--- config.mk ---
export PLATFORM = sky130hd
export DESIGN_NAME = afk_cordic_cell
export DESIGN_NICKNAME = d
export VERILOG_FILES = /design/src/rtl/afk_pkg.sv /design/src/rtl/afk_cordic_cell.sv
export SDC_FILE = /design/constraint.sdc
export NUM_CORES = 1
export LEC_CHECK = 0
export BUFFER_PORTS_ARGS = -buffer_cell sky130_fd_sc_hd__buf_2
export CAP_MARGIN = 20
export CORE_AREA = 2 2 238 240
export DETAILED_ROUTE_END_ITERATION = 8
export DIE_AREA = 0 0 240 242
export PLACE_DENSITY = 0.71
export SLEW_MARGIN = 20
export SYNTH_ARGS = -nofsm -noshare
export SYNTH_HDL_FRONTEND = slang
export SYNTH_SLANG_ARGS = --single-unit
--- constraint.sdc ---
create_clock -name clock -period 20.6 [get_ports clock]
set_clock_uncertainty 0.15 [all_clocks]
set_input_delay 1.03 -clock clock [delete_from_list [all_inputs] [get_ports clock]]
set_output_delay 1.03 -clock clock [all_outputs]
set_load 0.01 [all_outputs]
--- src/rtl/afk_pkg.sv ---
`timescale 1ns / 1ps
// ----------------------------------------------------------------------------
// afk_pkg: shared types and constants
// Widths, reset values, register codes and the CORDIC arctangent table
// for the arm position block.
// ----------------------------------------------------------------------------
package afk_pkg;

   localparam int ANG_W        = 16;
   localparam int LEN_W        = 18;
   localparam int POS_W        = 20;
   localparam int VEC_W        = 33;
   localparam int ATAN_W       = 30;
   localparam int ATAN_ENTRIES = 24;
   localparam int LANES        = 3;

   localparam logic signed [VEC_W-1:0] CORDIC_X0 = 33'sh026DD3B6A;

   localparam logic signed [LEN_W-1:0] BASE_HEIGHT_RESET = 18'sd8343;
   localparam logic signed [LEN_W-1:0] UPPER_LINK_RESET  = -18'sd40108;
   localparam logic signed [LEN_W-1:0] FORE_LINK_RESET   = -18'sd37507;

   typedef enum logic [1:0] {
      CSR_BASE_HEIGHT = 2'd0,
      CSR_UPPER_LINK  = 2'd1,
      CSR_FORE_LINK   = 2'd2
   } csr_index_type;

   // lane 0 base, lane 1 shoulder, lane 2 shoulder plus elbow
   typedef struct packed {
      logic [VEC_W-1:0] x;
      logic [VEC_W-1:0] y;
      logic [VEC_W-1:0] z;
      logic             flip;
   } rot_type;

   typedef struct packed {
      logic                   valid;
      rot_type [LANES-1:0]    lane;
   } stage_type;

   typedef struct packed {
      logic [LANES-1:0][VEC_W-1:0] sin_val;
      logic [LANES-1:0][VEC_W-1:0] cos_val;
   } trig_type;

   typedef struct packed {
      logic [POS_W-1:0] pos_x;
      logic [POS_W-1:0] pos_y;
      logic [POS_W-1:0] pos_z;
   } pos_type;

   // arctangent of 2^-i, 2^32 per turn, truncated
   function automatic logic [ATAN_W-1:0] atan_angle(input int idx);
      logic [ATAN_W-1:0] a;
      case (idx)
         0:       a = 30'h20000000;
         1:       a = 30'h12e4051d;
         2:       a = 30'h09fb385b;
         3:       a = 30'h051111d4;
         4:       a = 30'h028b0d43;
         5:       a = 30'h0145d7e1;
         6:       a = 30'h00a2f61e;
         7:       a = 30'h00517c55;
         8:       a = 30'h0028be53;
         9:       a = 30'h00145f2e;
         10:      a = 30'h000a2f98;
         11:      a = 30'h000517cc;
         12:      a = 30'h00028be6;
         13:      a = 30'h000145f3;
         14:      a = 30'h0000a2f9;
         15:      a = 30'h0000517c;
         16:      a = 30'h000028be;
         17:      a = 30'h0000145f;
         18:      a = 30'h00000a2f;
         19:      a = 30'h00000517;
         20:      a = 30'h0000028b;
         21:      a = 30'h00000145;
         22:      a = 30'h000000a2;
         23:      a = 30'h00000051;
         default: a = '0;
      endcase
      return a;
   endfunction

endpackage

--- src/rtl/afk_cordic_cell.sv ---
`timescale 1ns / 1ps
// ----------------------------------------------------------------------------
// afk_cordic_cell: one rotation-mode CORDIC step
// Rotates the three angle lanes by one micro-rotation and registers them.
// ----------------------------------------------------------------------------
module afk_cordic_cell import afk_pkg::*; #(
   parameter int STAGE = 0
) (
   input  logic      clock,
   input  logic      reset,
   input  logic      advance,
   input  stage_type link_in,
   output stage_type link_out
);

   localparam logic [VEC_W-1:0] ATAN_STEP = VEC_W'(atan_angle(STAGE));

   stage_type cell_ff;
   stage_type cell_in;

   always_comb begin
      logic signed [VEC_W-1:0] x, y, z, dx, dy;
      cell_in.valid = link_in.valid;
      for (int k = 0; k < LANES; k++) begin
         x  = $signed(link_in.lane[k].x);
         y  = $signed(link_in.lane[k].y);
         z  = $signed(link_in.lane[k].z);
         dx = y >>> STAGE;
         dy = x >>> STAGE;
         cell_in.lane[k].flip = link_in.lane[k].flip;
         if (!z[VEC_W-1]) begin
            cell_in.lane[k].x = x - dx;
            cell_in.lane[k].y = y + dy;
            cell_in.lane[k].z = z - $signed(ATAN_STEP);
         end else begin
            cell_in.lane[k].x = x + dx;
            cell_in.lane[k].y = y - dy;
            cell_in.lane[k].z = z + $signed(ATAN_STEP);
         end
      end
   end

   always_ff @(posedge clock) begin
      if (reset) begin
         cell_ff.valid <= 1'b0;
      end else if (advance) begin
         cell_ff <= cell_in;
      end
   end

   assign link_out = cell_ff;

endmodule

# Word-level counts from Yosys, hierarchy flattened
# Index checks and enable logic that the tools add are counted.
[op_classes] shifts=0 n_reduce_logical=1 addsub=15 mul=0 eq_ne=0 n_bitwise=1 n_mux=3 div=0 n_lt_le_gt_ge=0
[ops] operator="two-way mux 99 bit" count=3
[ops] operator="subtractor 33 bit" count=6
[ops] operator="adder 33 x 31 -> 33 bit (second input constant)" count=3
[ops] operator="adder 33 bit" count=3
[ops] operator="subtractor 33 x 31 -> 33 bit (second input constant)" count=3
[ops] operator="AND reduction 2 bit" count=1
[ops] operator="NOT 1 bit" count=1
[totals] mem_bits_ro=0 latchBits=0 ram_bits=0 in_bits=304 output_inout_bits=301 n_memories=0 regBits=301

# Depth between registers and ports, before layout
[depth] word_depth=2 mapped_depth=13

# Worst setup path after synthesis
# Ideal clock, no wire load.
[synth_timing] path_type="input-to-reg" startpoint="input port reset" endpoint="register cell_ff (netlist bit link_out[0]) (enable)" path_slack_ns=5.293 stages=1 path_buffers=0 required_time_ns=19.448 arrival_ns=14.155 setup_ns=1.002 path_cell_list="nor2b_1"
[synth_via] elab_chain_len=2
[synth_rtl] item="start, declared" line="afk_cordic_cell.sv:10" source="input logic reset,"
[synth_rtl] item="NOT 1 bit (no source line)"
[synth_rtl] item="AND reduction 2 bit (no source line)"
[synth_rtl] item="end signal, assigned" line="afk_cordic_cell.sv:47" source="cell_ff <= cell_in;"
[synth_rtl] item="end, declared" line="afk_cordic_cell.sv:18" source="stage_type cell_ff;"
# Every way passes these cells.
# A chain may end at the register's enable or synchronous reset.

==> impl_metrics.yaml <==
logic_synthesis:
  synthCells: 2917
  yosysWarnings: 0
  yosys.area.top_type_share_pct: 34.38
  synth_area_per_cell_um2: 8.894
  synth.yosys.seq_area_share_pct: 34.46
  synth_seq_cells: 298
  synth_nets: 3527
  synthFlopType: "edfxtp_1"
  synth_area_um2: 25940
  synthArstFlopShare_pct: 0
  yosys.area.top_type: "edfxtp_1"
  synth_edf_count: 297
  synth_most_common_cell: "a21oi_1"
  synth_top_cells_by_area: "edfxtp_1 34%, ha_1 14%, a21oi_1 6.8%, xnor2_1 5.2%, inv_1 4.2%"
  yosysUniqueCellTypes: 88
  synth_common_cells: "351 x a21oi_1, 297 x edfxtp_1, 294 x ha_1"
place:
  place.gp.congestion: 0.9749
  dp_hpwl_um: 72490
  port_buffers: 604
status:
  outcome: "finished clean"
grt:
  grt_use_total_pct: 30.04
  overflow: 0
  grt_max_degree: 93
  antenna_found_initial: 35
  grt_pass1_wl_um: 135400
  grt_pass1_vias: 22700
drt:
  vias: 24480
  routed.top_layer: "met5"
  wl_per_cell_um: 21.50
  viasPerCell: 5.768
  postRouteWirelength_um: 91250
  wl_met1_um: 35850
  drt_iter0_drc: 2393
  dr.pass1.iters: 8
  route.detailed.drc: 0
  dr_wl_met3_um: 9380
  wl_met2_um: 40980
  drtAntennaViolNets: 0
cells_and_area:
  area_growth_pct: 18.43
  nets: 4047
  largest_reg_flops: 298
  post-route-util_pct: 55.13
  n_fill_cell: 5263
  drive_gt1_share_pct: 20.62
sta:
  period_needed_ns: 4.227
  maxSlewHeadroom_pct: 32.63
  hold_viol: 0
  slew_viol_final: 0
  tightest_slew_ns: 1.011
  setup_tns_ns: 0
  fmax_ghz: 0.2366
  setup_violations: 0
  period_share_pct: 20.52
  rsz0062_at_grt: "false"
cts:
  htree_levels: 2
  post_cts_resized: 0
  clk-insertion-delay-late_ns: 0.55
  cts_hold_buf: 0
  cts.sinks: 298
  clk_pin_slew_ns: 0.06
  clock_path_buffers: 3
  clk_root_buffer_cell: "clkbuf_16"
  numCtsBuffers: 38
  cts_tree: "built"
  postCtsSetupRepairBufs: 0
die:
  core-area_um2: 55730
  pin_count: 605
  dieHeight_um: 242
  start_util_pct: 46.55
  num_rows: 87
  die-width_um: 240
  die_area_um2: 58080
worst_setup_path:
  cpMaxStageDelayCell: "a311oi_1"
  crit_path_start_kind: "input pin"
  path_class: "input pin to flop"
  worstReg2RegStart: "link_out[300]"
  crit_family: "compound AO/OA/AOI/OAI gates"
  crit_start: "link_in[142]"
  path_cells: "buf_2, inv_1, ha_1, inv_1, a221oi_1, o21ai_1, a21oi_1, o21ai_0, a311oi_1, o21ai_0, o21ai_0, xnor2_1"
  critPathMostFrequentCell: "o21ai_0"
  critPathArrivalTime_ns: 4.37
  critical_path.max_stage_delay_ns: 0.65
  path_buf_inv: 3
  crit_fanout: 9
  cp_data_required_time_ns: 20.74
  cp-end-kind: "flop"
power:
  p_leak_nw: 13.65
  peakVddDrop_mv: 0.05356
  power_density_nw_per_um2: 70.27
worst_hold_path:
  hold_class: "flop to flop"
  hold_start: "link_out[300]"
flow_run:
  cap_violations: 0
[power by group]
part           internal [mW]  leakage (nW)  total [mW]  switching [mW]
logic                  0.257          10.2       0.705           0.448
clock network          0.410         0.601       0.680           0.270
registers              0.756          2.80       0.774          0.0182
total                   1.42          13.6        2.16           0.736
[worst paths after layout]
path | endpoint | slack [ns] | depth (start not counted)
max | link_out[155] | 16.37 | 12
min | link_out[300] | 0.34 | 2
max reg2reg | link_out[300] | 19.87 | 2
min reg2reg | link_out[300] | 0.34 | 2
[per-stage QoR]
step	hold WS (ns)	std cells	total power, mW	setup slack [ns]	area, um2
2_1_floorplan	0.3779	2917	1.240	5.293	25940
3_3_place_gp	0.3278	4153	1.475	16.00	29420
3_5_place_dp	0.3321	4153	1.476	16.02	29420
4_1_cts	0.3459	4219	2.164	16.58	30660
5_1_grt	0.3888	4238	2.258	16.19	30710
6_report	0.3432	4244	2.159	16.37	30720
[kinds of logic (layout without fill, tap and decap cells)]
group | Yosys count | after routing | synth area share, %
AOI/OAI and AO/OA | 959 | 959 | 23.06
and+or+nand+nor | 684 | 684 | 12.76
buffers and inverters | 440 | 986 | 6.636
adders and majority gates | 306 | 306 | 15.11
DFF | 298 | 298 | 34.46
xor gates and xnor gates | 188 | 188 | 6.347
muxes | 42 | 42 | 1.635
other | 0 | 25 | 0
[cells in the final DEF, fill, tap and decap left out, types with 17 or more instances in the layout]
cell type,instances
or3_1,17
inv_1,292
mux2i_1,39
clkbuf_16,39
ha_1,294
nand2_1,148
a31oi_1,27
o21bai_1,69
diode_2,25
nand2b_1,28
nor4_1,22
nor3_1,69
xor2_1,34
nand4_1,26
o21ai_0,205
and2_1,17
buf_2,604
nor2b_1,38
edfxtp_1,297
o31ai_1,26
a211oi_1,31
o211ai_1,17
a21o_1,56
a21oi_1,351
nand3_1,40
xnor2_1,154
o21a_1,22
nor2_1,217
[routing by layer]
metal | vias to the layer above | track usage (%)
li1 | 11520 | -
met1 | 11480 | 38.00
met2 | 1258 | 47.25
met3 | 202 | 7.851
met4 | 20 | 15.16
met5 | - | 0
[worst min-delay path, stage by stage (launching register included)]
cell and delay [ns]:
dfxtp_1 0.32, mux2i_1 0.06, nor2_1 0.07
[cell type report]
| cell class | count | area (um2) | share of cell area (%) |
|---|---|---|---|
| diodes | 25 | 62.56 | 0.2036 |
| clock buffers | 47 | 1006 | 3.274 |
| clock inverters | 19 | 235.2 | 0.7656 |
| inverters | 306 | 1149 | 3.738 |
| multi-input cells | 2179 | 15290 | 49.76 |
| flip-flops and latches | 298 | 8939 | 29.09 |
| well taps | 756 | 945.9 | 3.079 |
| repair buffers | 614 | 3098 | 10.08 |
(Power assumes the default switching activity.)
